==> config.mk <==
export PLATFORM = sky130hd
export DESIGN_NAME = whqi_ctrl
export DESIGN_NICKNAME = d
export VERILOG_FILES = /design/src/rtl/whqi_pkg.sv /design/src/rtl/whqi_ctrl.sv
export SDC_FILE = /design/constraint.sdc
export NUM_CORES = 1
export LEC_CHECK = 0
export BUFFER_PORTS_ARGS = -buffer_cell sky130_fd_sc_hd__buf_2
export CAP_MARGIN = 20
export CORE_ASPECT_RATIO = 0.7
export CORE_UTILIZATION = 30
export CTS_CLUSTER_DIAMETER = 100
export DETAILED_ROUTE_END_ITERATION = 10
export MAX_ROUTING_LAYER = met4
export SLEW_MARGIN = 20
export SYNTH_ARGS = -nofsm -noshare
export SYNTH_HDL_FRONTEND = slang
export SYNTH_SLANG_ARGS = --single-unit
==> constraint.sdc <==
create_clock -name clk_i -period 2.69 [get_ports clk_i]
set_input_delay 0.1345 -clock clk_i [delete_from_list [all_inputs] [get_ports clk_i]]
set_output_delay 0.1345 -clock clk_i [all_outputs]
set_load 0.02 [all_outputs]
==> src/rtl/whqi_pkg.sv <==
`timescale 1ns / 1ps
// ----------------------------------------------------------------------------
// whqi_pkg
// Shared types and constants of the weighted histogram quantile interval unit.
// ----------------------------------------------------------------------------
package whqi_pkg;

  localparam int CFG_W         = 31;
  localparam int CFG_IDX_W     = 2;
  localparam int BIN_COUNT_W   = 17;
  localparam int COVERAGE_W    = 16;
  localparam int TOTAL_W       = 64;
  localparam int THR_W         = 82;
  localparam int KIND_W        = 3;

  localparam logic [30:0] RANGE_LOW_RST = 31'd105000;
  localparam logic [16:0] BIN_COUNT_RST = 17'd55000;
  localparam logic [30:0] CENTER_RST    = 31'd125000;
  localparam logic [15:0] COVERAGE_RST  = 16'd44760;

  typedef enum logic [1:0] {
    OP_ADD    = 2'd0,
    OP_FINISH = 2'd1,
    OP_CLEAR  = 2'd2
  } op_e;

  typedef enum logic [1:0] {
    REG_RANGE_LOW = 2'd0,
    REG_BIN_COUNT = 2'd1,
    REG_CENTER    = 2'd2,
    REG_COVERAGE  = 2'd3
  } cfg_reg_e;

  typedef enum logic [2:0] {
    KIND_TOTAL   = 3'd0,
    KIND_TAIL_L  = 3'd1,
    KIND_TAIL_R  = 3'd2,
    KIND_CENT_L  = 3'd3,
    KIND_CENT_R  = 3'd4
  } kind_e;

  typedef enum logic [4:0] {
    DP_NOP,
    DP_CLR_INIT,
    DP_CLR_STEP,
    DP_LATCH,
    DP_ADD_RD,
    DP_ADD_WR,
    DP_MUL_T,
    DP_SUM_T,
    DP_MUL_F,
    DP_SUM_F,
    DP_EMIT_TOTAL,
    DP_T_INIT,
    DP_T_RD,
    DP_T_ACC,
    DP_C_INIT,
    DP_C_SEED,
    DP_C_TEST,
    DP_C_ACC,
    DP_C_EML,
    DP_C_EMR
  } dp_cmd_e;

  typedef enum logic [4:0] {
    ST_CLEAR,
    ST_IDLE,
    ST_ADD_RD,
    ST_ADD_WR,
    ST_MUL_T,
    ST_SUM_T,
    ST_MUL_F,
    ST_SUM_F,
    ST_TOTAL,
    ST_TL_INIT,
    ST_TL_RD,
    ST_TL_ACC,
    ST_TR_INIT,
    ST_TR_RD,
    ST_TR_ACC,
    ST_C_INIT,
    ST_C_SEED,
    ST_C_ACC,
    ST_C_TEST,
    ST_C_EML,
    ST_C_EMR
  } ctrl_state_e;

  typedef struct packed {
    dp_cmd_e cmd;
    logic    tail_right;
  } ctl_t;

  typedef struct packed {
    logic clr_last;
    logic seed_ok;
    logic t_end;
    logic t_hit;
    logic c_less;
    logic c_edge;
  } sts_t;

endpackage

==> src/rtl/whqi_ctrl.sv <==
`timescale 1ns / 1ps
// ----------------------------------------------------------------------------
// whqi_ctrl
// Sequencer: clearing sweep, add read-modify-write and the finish walks.
// ----------------------------------------------------------------------------
module whqi_ctrl
  import whqi_pkg::*;
(
  input  logic       clk_i,
  input  logic       rst_ni,
  input  logic       start_i,
  input  logic [1:0] operation_i,
  output logic       busy_o,
  input  sts_t       sts_i,
  output ctl_t       ctl_o
);

  ctrl_state_e state_q, state_d;

  always_ff @(posedge clk_i or negedge rst_ni) begin
    if (!rst_ni) begin
      state_q <= ST_CLEAR;
    end else begin
      state_q <= state_d;
    end
  end

  always_comb begin
    state_d = state_q;
    unique case (state_q)
      ST_CLEAR:   if (sts_i.clr_last) state_d = ST_IDLE;
      ST_IDLE: begin
        if (start_i) begin
          if (operation_i == OP_ADD) state_d = ST_ADD_RD;
          else if (operation_i == OP_FINISH) state_d = ST_MUL_T;
          else if (operation_i == OP_CLEAR) state_d = ST_CLEAR;
        end
      end
      ST_ADD_RD:  state_d = ST_ADD_WR;
      ST_ADD_WR:  state_d = ST_IDLE;
      ST_MUL_T:   state_d = ST_SUM_T;
      ST_SUM_T:   state_d = ST_MUL_F;
      ST_MUL_F:   state_d = ST_SUM_F;
      ST_SUM_F:   state_d = ST_TOTAL;
      ST_TOTAL:   state_d = ST_TL_INIT;
      ST_TL_INIT: state_d = ST_TL_RD;
      ST_TL_RD:   state_d = sts_i.t_end ? ST_TR_INIT : ST_TL_ACC;
      ST_TL_ACC:  state_d = sts_i.t_hit ? ST_TR_INIT : ST_TL_RD;
      ST_TR_INIT: state_d = ST_TR_RD;
      ST_TR_RD:   state_d = sts_i.t_end ? ST_C_INIT : ST_TR_ACC;
      ST_TR_ACC:  state_d = sts_i.t_hit ? ST_C_INIT : ST_TR_RD;
      ST_C_INIT:  state_d = sts_i.seed_ok ? ST_C_SEED : ST_C_EML;
      ST_C_SEED:  state_d = ST_C_ACC;
      ST_C_ACC:   state_d = ST_C_TEST;
      ST_C_TEST:  state_d = (sts_i.c_less && !sts_i.c_edge) ? ST_C_ACC : ST_C_EML;
      ST_C_EML:   state_d = ST_C_EMR;
      ST_C_EMR:   state_d = ST_IDLE;
      default:    state_d = ST_IDLE;
    endcase
  end

  always_comb begin
    ctl_o.cmd        = DP_NOP;
    ctl_o.tail_right = (state_q == ST_TR_INIT) || (state_q == ST_TR_RD)
                    || (state_q == ST_TR_ACC);
    unique case (state_q) inside
      ST_CLEAR: ctl_o.cmd = DP_CLR_STEP;
      ST_IDLE: begin
        if (start_i && operation_i == OP_ADD) ctl_o.cmd = DP_LATCH;
        else if (start_i && operation_i == OP_CLEAR) ctl_o.cmd = DP_CLR_INIT;
      end
      ST_ADD_RD:  ctl_o.cmd = DP_ADD_RD;
      ST_ADD_WR:  ctl_o.cmd = DP_ADD_WR;
      ST_MUL_T:   ctl_o.cmd = DP_MUL_T;
      ST_SUM_T:   ctl_o.cmd = DP_SUM_T;
      ST_MUL_F:   ctl_o.cmd = DP_MUL_F;
      ST_SUM_F:   ctl_o.cmd = DP_SUM_F;
      ST_TOTAL:   ctl_o.cmd = DP_EMIT_TOTAL;
      ST_TL_INIT, ST_TR_INIT: ctl_o.cmd = DP_T_INIT;
      ST_TL_RD, ST_TR_RD:     ctl_o.cmd = DP_T_RD;
      ST_TL_ACC, ST_TR_ACC:   ctl_o.cmd = DP_T_ACC;
      ST_C_INIT:  ctl_o.cmd = DP_C_INIT;
      ST_C_SEED:  ctl_o.cmd = DP_C_SEED;
      ST_C_ACC:   ctl_o.cmd = DP_C_ACC;
      ST_C_TEST:  ctl_o.cmd = DP_C_TEST;
      ST_C_EML:   ctl_o.cmd = DP_C_EML;
      ST_C_EMR:   ctl_o.cmd = DP_C_EMR;
      default:    ctl_o.cmd = DP_NOP;
    endcase
  end

  assign busy_o = (state_q != ST_IDLE);

  a_clear_ends_idle: assert property (@(posedge clk_i) disable iff (!rst_ni)
    (state_q == ST_CLEAR && sts_i.clr_last) |=> (state_q == ST_IDLE))
    else $error("clear sweep did not return to idle");

  a_add_short: assert property (@(posedge clk_i) disable iff (!rst_ni)
    (state_q == ST_ADD_RD) |=> (state_q == ST_ADD_WR) ##1 (state_q == ST_IDLE))
    else $error("add sequence broken");

endmodule

==> results of run 1 <==
[final cells by class]
type                       count  area [um^2]  area share, %
multi-input combinational     67          425           59.5
sequential                     5          125           17.5
timing repair buffer          18         95.1           13.3
tap                           22         27.5           3.85
clock buffer                   4         26.3           3.68
inverter                       4         15.0           2.10
[metrics by stage]
step | hold WS, ns | area, um^2 | instances | power, mW | utilization, %
after floorplan | -0.161 | 603 | 84 | 0.472 | -
after global placement | -0.0477 | 678 | 115 | 0.543 | 36.3
after detailed placement | -0.0476 | 678 | 115 | 0.546 | 36.3
after CTS | 0.152 | 714 | 120 | 0.638 | 38.2
after global routing | 0.144 | 714 | 120 | 0.692 | 38.2
final | 0.155 | 714 | 120 | 0.637 | 38.2
[worst min-delay path, cell delays in order]
cell     delay, ns
buf_2         0.08
nor4_1        0.04
a21oi_1       0.10
[Yosys cell counts]
cell type and number:
nand3_1 3, o31ai_1 1, inv_1 3, o22ai_1 2, nor3_1 3, a311o_1 1
nor2_1 4, a311oi_1 1, and3b_1 1, a31oi_1 2, xnor2_1 2, and2_1 2
clkbuf_1 2, o21ai_0 3, nor2b_1 3, dfrtp_1 5, a222oi_1 1, a21oi_1 7
nor3b_2 1, o21a_1 2, a21o_1 1, nor4_1 3, o32ai_1 1, a211oi_1 1
nand2_1 7, inv_2 1, nand2b_1 3, a22o_1 1, o211ai_1 2, a22oi_1 1
or3_4 1, o21ai_1 4, nor3b_4 1, nand4_1 1, xor2_1 1, buf_2 6
[power by group]
group          switching, mW  internal [mW]  leakage (nW)  total [mW]
Combinational          0.194          0.169         0.226       0.363
Sequential            0.0955         0.0943        0.0669       0.190
Clock                 0.0288         0.0560        0.0150      0.0848
Total                  0.318          0.319         0.308       0.637
[metal layers]
layer,vias up,track usage (%)
li1,341,-
met1,308,22.1
met2,35,23.5
met3,0,6.60
met4,0,0
met5,-,-
[layout by cell type, fill, tap and decap left out, types with 2 or more instances in the layout]
| master | instances |
|---|---|
| buf_2 | 17 |
| nand2_1 | 7 |
| a21oi_1 | 7 |
| dfrtp_1 | 5 |
| nor2_1 | 4 |
| o21ai_1 | 4 |
| nor3_1 | 3 |
| nor2b_1 | 3 |
| nand2b_1 | 3 |
| inv_1 | 3 |
| o21ai_0 | 3 |
| nor4_1 | 3 |
| nand3_1 | 3 |
| clkbuf_4 | 3 |
| and2_1 | 2 |
| xnor2_1 | 2 |
| o211ai_1 | 2 |
| o21a_1 | 2 |
| o22ai_1 | 2 |
| a31oi_1 | 2 |
[how the worst max path moves through the flow]
stage	endpoint	cells past startpoint	startpoint	slack [ns]
after floorplan	ctl_o[2]	5	state_q[2]$_DFFE_PN0P_	1.22
after global placement	ctl_o[2]	5	state_q[2]$_DFFE_PN0P_	0.92
after detailed placement	ctl_o[2]	5	state_q[2]$_DFFE_PN0P_	0.90
after CTS	ctl_o[2]	5	state_q[2]$_DFFE_PN0P_	0.64
after global routing	ctl_o[2]	5	state_q[2]$_DFFE_PN0P_	0.53
final	ctl_o[2]	5	state_q[2]$_DFFE_PN0P_	0.62
[repair_timing]
item / in CTS / in global routing
resized for setup: 0 / 0
hold endpoints to repair: 5 / 0
buffers inserted: 0 / 0
hold buffers: 1 / 0
[logic make-up after synthesis]
family          synth area share, %
flops                          20.7
buf+inv                        8.71
compound gates                 33.4
xor+xnor                       4.36
simple gates                   32.8
==> run metrics, run 1 <==
share of cells above drive strength 1=24.5%; height of the die=~40 um; Cells after Synth=84; Setup TNS=0 ns; via count=684; R2R cell count=4; Worst EP arrival=1.93 ns; sequential area share after synthesis=20.7%; top cells by area, synth=dfrtp_1 21%, a21oi_1 5.8%, buf_2 5.0%, nand2_1 4.4%, o21ai_1 3.3%; largest net degree at the start of global routing=22; final-report hold violation count=0; initial antenna violation count=0; most area-hungry cell type in the Yosys netlist=dfrtp_1; nets=110; Hold Path Class=in -> reg; Worst R2R Setup Slack=0.96 ns; Slew HR=57.7%; setup ws final=0.624 ns; total of max-cap violations=0; Die ar.=roughly 2200 um^2; hold path endpoint=state_q[0]$_DFFE_PN0P_; FMAX=484 MHz; clock-pin slew on the worst setup and hold paths=0.05 ns; kind of cell adding the most delay to the critical path=simple AND/OR/NAND/NOR gates; outcome=finished clean; WL met2=637 um; highest metal used=met3; Mapped Area=603 um^2; Critical Path RT=between 2 and 3 ns; core area=1870 um^2; fill count=around 200; CTS H-tree depth=1; initial drt markers=33; Cell Pwr Density=892 nW/um^2; startpoint types=flop; reg-to-reg critical path startpoint=state_q[2]$_DFFE_PN0P_; Layout area overhead=18.5%; crit-path cells=or3_4 > nor3b_4 > nand2_1 > o211ai_1 > buf_2; FP Rows=13; max incr delay on CP=just over 0.6 ns; RSZ-0062 raised after global routing=false; final slew viol count=0; HPWL after DPL=1110 um; first drt pass iteration count=4; Top Registers=state_q x5; post-route clock period utilization=76.8%; DRT antenna net count=0; Worst-Skew Late Latency=0.24 ns; Hold Path Stages=3; metal1 wirelength=842 um; Most flops, register=state_q; critical hold path startpoint=sts_i[5]; Initial Util=32.2%; setup violators final=0; vias per cell=around 5.7; Synth Net Count=95; critical path's slowest cell=dfrtp_1; Worst setup EP type=output pin; IR drop worst, VDD=0.318 mV; CTS sink cnt=5; per-cell routed wire length=13.3 um; Slew @ Worst Pin=0.634 ns; DRC violations left=0; first-pass GRT wire length=2600 um; max reg flops=5; met3 wire len=112 um; clock buffer depth=2; CTS buffer count=3; Ys Warns=0; P_leak=roughly 0.31 nW; syn avg cell area=7.18 um^2; Post-Place Setup Slack=0.898 ns; min cycle time layout=between 2 and 2.5 ns; CP max FO=21; Setup Skew=0.00598 ns; Synth top area share=20.7%; port bufs=17; reg-to-reg critical path endpoint=state_q[1]$_DFFE_PN0P_; Placer Congestion=between 0.7 and 0.8; Yosys cell types=36; Die X=55.6 um; crit path kind=reg -> out; grt ovf=0; clk root buf=clkbuf_4; gr usage total=16.2%; I/O pins=18; number of global-route vias before repair=553; Yosys reg bits=5; n_diodes=0; DRT Wirelength=roughly 1600 um; CTS tree=done; Buf/Inv on CP=1
(Power assumes the default switching activity.)
==> run 2, diff against run 1 <==
Settings changed: ABC_AREA set to 1.
Clock period 2.69 ns to 2.1 ns, I/O delays scaled along.
==> run 2 against run 1 <==
Die area up 20%. Core utilization up 0.73 points. Clock power up 29%. Cell count up 49%. Critical path depth up 3. Sequential cell count unchanged. Register-to-register slack worse by 0.36 ns. Via count up 34%. Area after synthesis up 21%. Highest routed layer is now met4.
==> run metrics, run 2 <==
Buf/Inv on CP=3 (+2); Die ar.=2630 um^2 (+20%); Hold Path Stages=3 (unchanged); number of global-route vias before repair=743 (+34%); Hold Path Class=in -> reg; max incr delay on CP=0.49 ns (-0.12 ns); R2R cell count=9 (+5); initial antenna violation count=0 (unchanged); clk root buf=clkbuf_4; reg-to-reg critical path startpoint=state_q[4]$_DFFE_PN0P_; clock-pin slew on the worst setup and hold paths=0.04 ns (about the same); Die X=60.8 um (+9.4%); startpoint types=flop; Worst-Skew Late Latency=0.24 ns (about the same); Layout area overhead=19.1%; Cells after Synth=127 (+51%); Top Registers=state_q x5; Synth Net Count=138 (+45%); IR drop worst, VDD=0.710 mV (+120%); CP startpoint=state_q[4]$_DFFE_PN0P_; sequential area share after synthesis=17.2% (-3.5 points); top cells by area, synth=dfrtp_1 17%, nand2_1 17%, nor2_1 12%, inv_1 7.7%, nand3_1 4.8%; min cycle time layout=1.89 ns; Ys Warns=0 (unchanged); syn avg cell area=5.72 um^2 (-20%); Worst EP arrival=1.78 ns (-0.15 ns); core area=2220 um^2 (+19%); Critical Path RT=2.00 ns (-0.56 ns); nets=159 (+45%); CTS H-tree depth=1 (unchanged); HPWL after DPL=1710 um (+54%); DRT antenna net count=0 (unchanged); Most flops, register=state_q; fin cells=179 (+49%); Slew @ Worst Pin=0.358 ns (-0.277 ns); DRC violations left=0 (unchanged); Mapped Area=727 um^2 (+21%); Crit path depth=8 (+3); I/O pins=18 (unchanged); FMAX=between 500 and 600 MHz; P_leak=0.517 nW (+68%); RSZ-0062 raised after global routing=false; n_diodes=0 (unchanged); first drt pass iteration count=4 (unchanged); FP Rows=14 (+1); hold path endpoint=state_q[0]$_DFFE_PN0P_; cell with the most instances after synthesis=nand2_1; Finished Cell Area=866 um^2 (+21%); DRT Wirelength=2090 um (+31%); share of cells above drive strength 1=25.9% (+1.4 points); max reg flops=5 (unchanged); Worst R2R Setup Slack=0.60 ns (-0.36 ns); number of setup buffers added after CTS=0 (unchanged); critical path's slowest cell=dfrtp_1; kind of cell adding the most delay to the critical path=flip-flops; Yosys reg bits=5 (unchanged); Yosys cell types=27 (-25%); via count=919 (+34%); crit path kind=reg -> out; grt ovf=0 (unchanged); setup violators final=0 (unchanged); post-route clock period utilization=89.9%; total of max-cap violations=0 (unchanged); Cell Pwr Density=1340 nW/um^2 (+51%); CTS sink cnt=5 (unchanged); Initial Util=32.7% (+0.44 points); gr usage total=18.1% (+1.9 points); clock buffer depth=2 (unchanged); multi-input gate area in the final layout=504 um^2 (+19%); Setup TNS=0 ns (unchanged); fill count=249 (+25%); Slew HR=76.0% (+18 points); ys flop type=dfrtp_1; final-report hold violation count=0 (unchanged); per-cell routed wire length=11.7 um (-12%); reg-to-reg critical path endpoint=state_q[0]$_DFFE_PN0P_; Worst setup EP type=output pin; most area-hungry cell type in the Yosys netlist=dfrtp_1; most frequent cells in the layout=33 x nand2_1, 24 x nor2_1, 17 x buf_2, 15 x inv_1, 7 x nand3_1; initial drt markers=73 (+120%); largest net degree at the start of global routing=13 (-41%); final slew viol count=0 (unchanged); leading cell type in the layout, fill and taps excluded=nand2_1; dpl cells=174 (+51%); CP max FO=12 (-43%); FFs w/ async S/R, synth=100% (unchanged); Placed Area=830 um^2 (+22%); Synth top area share=17.2% (-3.5 points); outcome=finished clean; Placer Congestion=1.03 (+33%); Commonest cells post-synth=33 x nand2_1, 24 x nor2_1, 15 x inv_1; critical hold path startpoint=sts_i[5]; crit-path cells=inv_2 > nand3_1 > inv_1 > a22oi_1 > o21ai_1 > nor2_1 > nand2_1 > buf_2; height of the die=43.2 um (+9.3%); CTS tree=done; Seq. cell area=125 um^2 (unchanged); number of synthesized flops with an enable pin=0 (unchanged); Setup Skew=0.000569 ns (-0.00541 ns); vias per cell=5.13 (-9.9%); first-pass GRT wire length=3390 um (+30%); port bufs=17 (unchanged); CTS buffer count=3 (unchanged)
==> run 2: cell families after synthesis <==
logic type / count (synthesis) / share of synthesized area (%)
buffers and inverters: 22 / 13.4
AND/OR/NAND/NOR: 86 / 57.0
AO/OA/AOI/OAI: 14 / 12.4
flip-flops: 5 / 17.2
==> run 2: worst max-delay path by stage <==
| stage | end | slack, ns |
|---|---|---|
| floorplan | ctl_o[3] | 0.78 |
| global placement | ctl_o[2] | 0.44 |
| detailed placement | ctl_o[2] | 0.49 |
| CTS | ctl_o[2] | 0.22 |
| global route | ctl_o[3] | 0.07 |
| finish | ctl_o[2] | 0.21 |
==> run 2: what timing repair did <==
action | in CTS | in global routing
endpoints found under the hold margin | 5 | 0
resized for setup | 0 | 0
hold buffers | 1 | 0
==> run 2: final cells by class <==
| cell class | count | area share (%) |
|---|---|---|
| clock buffers | 4 | 3.03 |
| inverters | 20 | 8.67 |
| multi-input cells | 100 | 58.2 |
| flip-flops and latches | 5 | 14.5 |
| well taps | 32 | 4.62 |
| repair buffers | 18 | 11.0 |
==> run 2: power by group <==
group	internal, mW	total (mW)	switching [mW]
clock network	0.0717	0.109	0.0371
registers	0.131	0.205	0.0733
logic	0.272	0.850	0.577
total	0.475	1.16	0.688
==> run 2: through the flow <==
step                      utilization, %  worst slack (ns)  hold slack, ns  power (mW)
after floorplan                        -             0.779          -0.191       0.826
after global placement              37.3             0.437         -0.0777        1.06
after detailed placement            37.3             0.490         -0.0782        1.03
after CTS                           38.9             0.215           0.110        1.15
after global routing                38.9            0.0677           0.113        1.27
final                               38.9             0.213           0.118        1.16
==> run 2: layer usage <==
layer  GRT usage (%)  up-vias  share of wire [%]
met1            28.9      412                 47
met5               -        -                  0
li1                -      448                  -
met2            20.7       57                 38
met4            4.55        0               0.43
met3            5.79        2                 14
==> run 2: worst min-delay path: stages <==
cell	delay (ns)
buf_2	0.08
nor2_1	0.04
nor2_1	0.09
==> run 3, diff against run 2 <==
Settings changed: ABC_AREA 1 to not set, CAP_MARGIN 20 to not set.
==> run 3 against run 2 <==
The flow now finishes with violations (DRC). Critical path type unchanged. Clock power increased by 6%. Worst hold slack improved by 0.025 ns. Fmax decreased by 4.8%.
==> run metrics, run 3 (synthesis results as in run 1) <==
initial drt markers=20 (-73%); failing checks=DRC; DRC violations left=1 (+1); Clk pwr share=13.7% (+4.3 points); crit path kind=reg -> out; grt ovf=0 (unchanged); height of the die=39.5 um (-8.5%); Die ar.=2200 um^2 (-16%); metal1 wirelength=880 um (-11%); CTS tree=done; Layout area overhead=21.0%; Slew HR=64.9% (-11 points); share of cells above drive strength 1=26.0% (+0.15 points); Worst EP arrival=1.88 ns (+0.10 ns); number of global-route vias before repair=590 (-21%); startpoint types=flop; vias per cell=5.43 (+5.9%); Seq. cell area=125 um^2 (unchanged); clock-pin slew on the worst setup and hold paths=0.06 ns (+0.02 ns); first drt pass iteration count=8 (+4); clock buffer depth=2 (unchanged); Internal=0.421 mW (-11%); leading cell type in the layout, fill and taps excluded=buf_2; min cycle time layout=1.98 ns (+0.0960 ns); CTS buffer count=3 (unchanged); Placer Congestion=0.859 (-16%); FMAX=504 MHz (-4.8%); Die X=55.6 um (-8.6%); Setup Skew=0.0143 ns (+0.0137 ns); most frequent cells in the layout=17 x buf_2, 7 x nand2_1, 7 x a21oi_1, 5 x dfrtp_1; DRT antenna net count=0 (unchanged); gr usage total=16.5% (-1.6 points); CTS sink cnt=5 (unchanged); fin cells=122 (-32%); DRT Wirelength=1680 um (-20%); highest metal used=met4; per-cell routed wire length=13.8 um (+18%); R2R cell count=4 (-5); port bufs=17 (unchanged); net load switching power=0.427 mW (-38%); final-report hold violation count=0 (unchanged); via count=663 (-28%); fill count=211 (-15%); sequential power share=25.5% (+7.9 points); Comb pwr share=60.8% (-12 points); Cell Pwr Density=1160 nW/um^2 (-13%); WL met2=705 um (-12%); IR drop worst, VDD=0.586 mV (-18%); clk root buf=clkbuf_4; Setup TNS=0 ns (unchanged); n_diodes=0 (unchanged); Worst setup EP type=output pin; Hold Path Stages=3 (unchanged); Critical Path RT=2.00 ns (about the same); setup violators final=0 (unchanged); dpl cells=117 (-33%); Initial Util=32.2% (-0.44 points); first-pass GRT wire length=2700 um (-21%); Slew @ Worst Pin=0.526 ns (+0.168 ns); FP Rows=13 (-1); post-route clock period utilization=94.4% (+4.6 points); CTS H-tree depth=1 (unchanged); met3 wire len=76 um (-74%); core area=1870 um^2 (-16%); HPWL after DPL=1190 um (-31%); Most flops, register=state_q; I/O pins=18 (unchanged); CP max FO=17 (+5); largest net degree at the start of global routing=21 (+8); final slew viol count=0 (unchanged); Switching Share=50.4% (-8.8 points); Worst-Skew Late Latency=0.25 ns (about the same); total of max-cap violations=0 (unchanged); Top Registers=state_q x5; RSZ-0062 raised after global routing=false; multi-input gate area in the final layout=425 um^2 (-16%); max reg flops=5 (unchanged); nets=112 (-30%); Hold Path Class=in -> reg; outcome=complete, but fails checks; initial antenna violation count=0 (unchanged); P_leak=0.319 nW (-38%)
## run 3: cell types whose count changed in the layout (fill, tap and decap cells not counted), moves of 3 or more
cell	previous run	this run
nor2b_1	0	3
nor2_1	24	4
inv_2	5	1
a21oi_1	1	7
nand2b_1	0	3
nand2_2	5	0
nand4_1	4	1
nand3_1	7	3
inv_1	15	3
nand2_1	33	7
nor2_4	3	0
## run 3: worst max-delay path, cell delays in order (launching register included)
cell	delay [ns]
dfrtp_1	0.56
or3_4	0.49
nor3b_4	0.23
nand2_1	0.07
o211ai_1	0.09
buf_2	0.20
## run 3: worst paths after layout
kind                                        startpoint                     end  slack, ns
worst max-delay path            state_q[4]$_DFFE_PN0P_                ctl_o[2]       0.12
worst min-delay path                          sts_i[5]  state_q[0]$_DFFE_PN0P_       0.14
worst max register to register  state_q[0]$_DFFE_PN0P_  state_q[0]$_DFFE_PN0P_       0.40
worst min register to register  state_q[2]$_DFFE_PN0P_  state_q[0]$_DFFE_PN0P_       0.73
max in group asynchronous                       rst_ni  state_q[4]$_DFFE_PN0P_       1.75
min in group asynchronous                       rst_ni  state_q[1]$_DFFE_PN0P_       0.20
## run 3: routing by layer
| layer | global-route usage (%) | up-vias |
|---|---|---|
| li1 | - | 344 |
| met4 | 1.88 | 0 |
| met1 | 21.8 | 294 |
| met3 | 5.28 | 2 |
| met2 | 25.6 | 23 |
| met5 | - | - |
## run 3: area by class of cell
class                   instances  area share (%)
clock buffers                   4            3.60
multi-input cells              67            58.3
well taps                      22            3.77
flip-flops and latches          5            17.2
repair buffers                 20            15.1
inverters                       4            2.06
## run 3: repair_timing
| item | 4_1_cts | 5_1_grt |
|---|---|---|
| endpoints found under the hold margin | 5 | 0 |
| resized for setup | 0 | 0 |
| setup buffers | 0 | 0 |
| hold buffers | 1 | 0 |
## run 3: power by group through the flow
| stage | Clock [mW] | Sequential (mW) | Combinational [mW] |
|---|---|---|---|
| finish | 0.116 | 0.217 | 0.515 |
| global route | 0.126 | 0.224 | 0.567 |
| CTS | 0.114 | 0.215 | 0.513 |
| detailed placement | 0 | 0.217 | 0.511 |
| global placement | 0 | 0.214 | 0.503 |
| floorplan | 0 | 0.141 | 0.464 |
## run 3: metrics by stage
| stage | utilization, % | hold WS (ns) | power (mW) | setup slack [ns] | cell area, um^2 |
|---|---|---|---|---|---|
| after global routing | 39.0 | 0.153 | 0.917 | 0.0197 | 729 |
| after global placement | 37.1 | -0.0788 | 0.717 | 0.421 | 693 |
| after floorplan | - | -0.191 | 0.605 | 0.662 | 603 |
| after detailed placement | 37.1 | -0.0799 | 0.727 | 0.377 | 693 |
| after CTS | 39.0 | 0.151 | 0.842 | 0.122 | 729 |
| final | 39.0 | 0.142 | 0.848 | 0.117 | 729 |
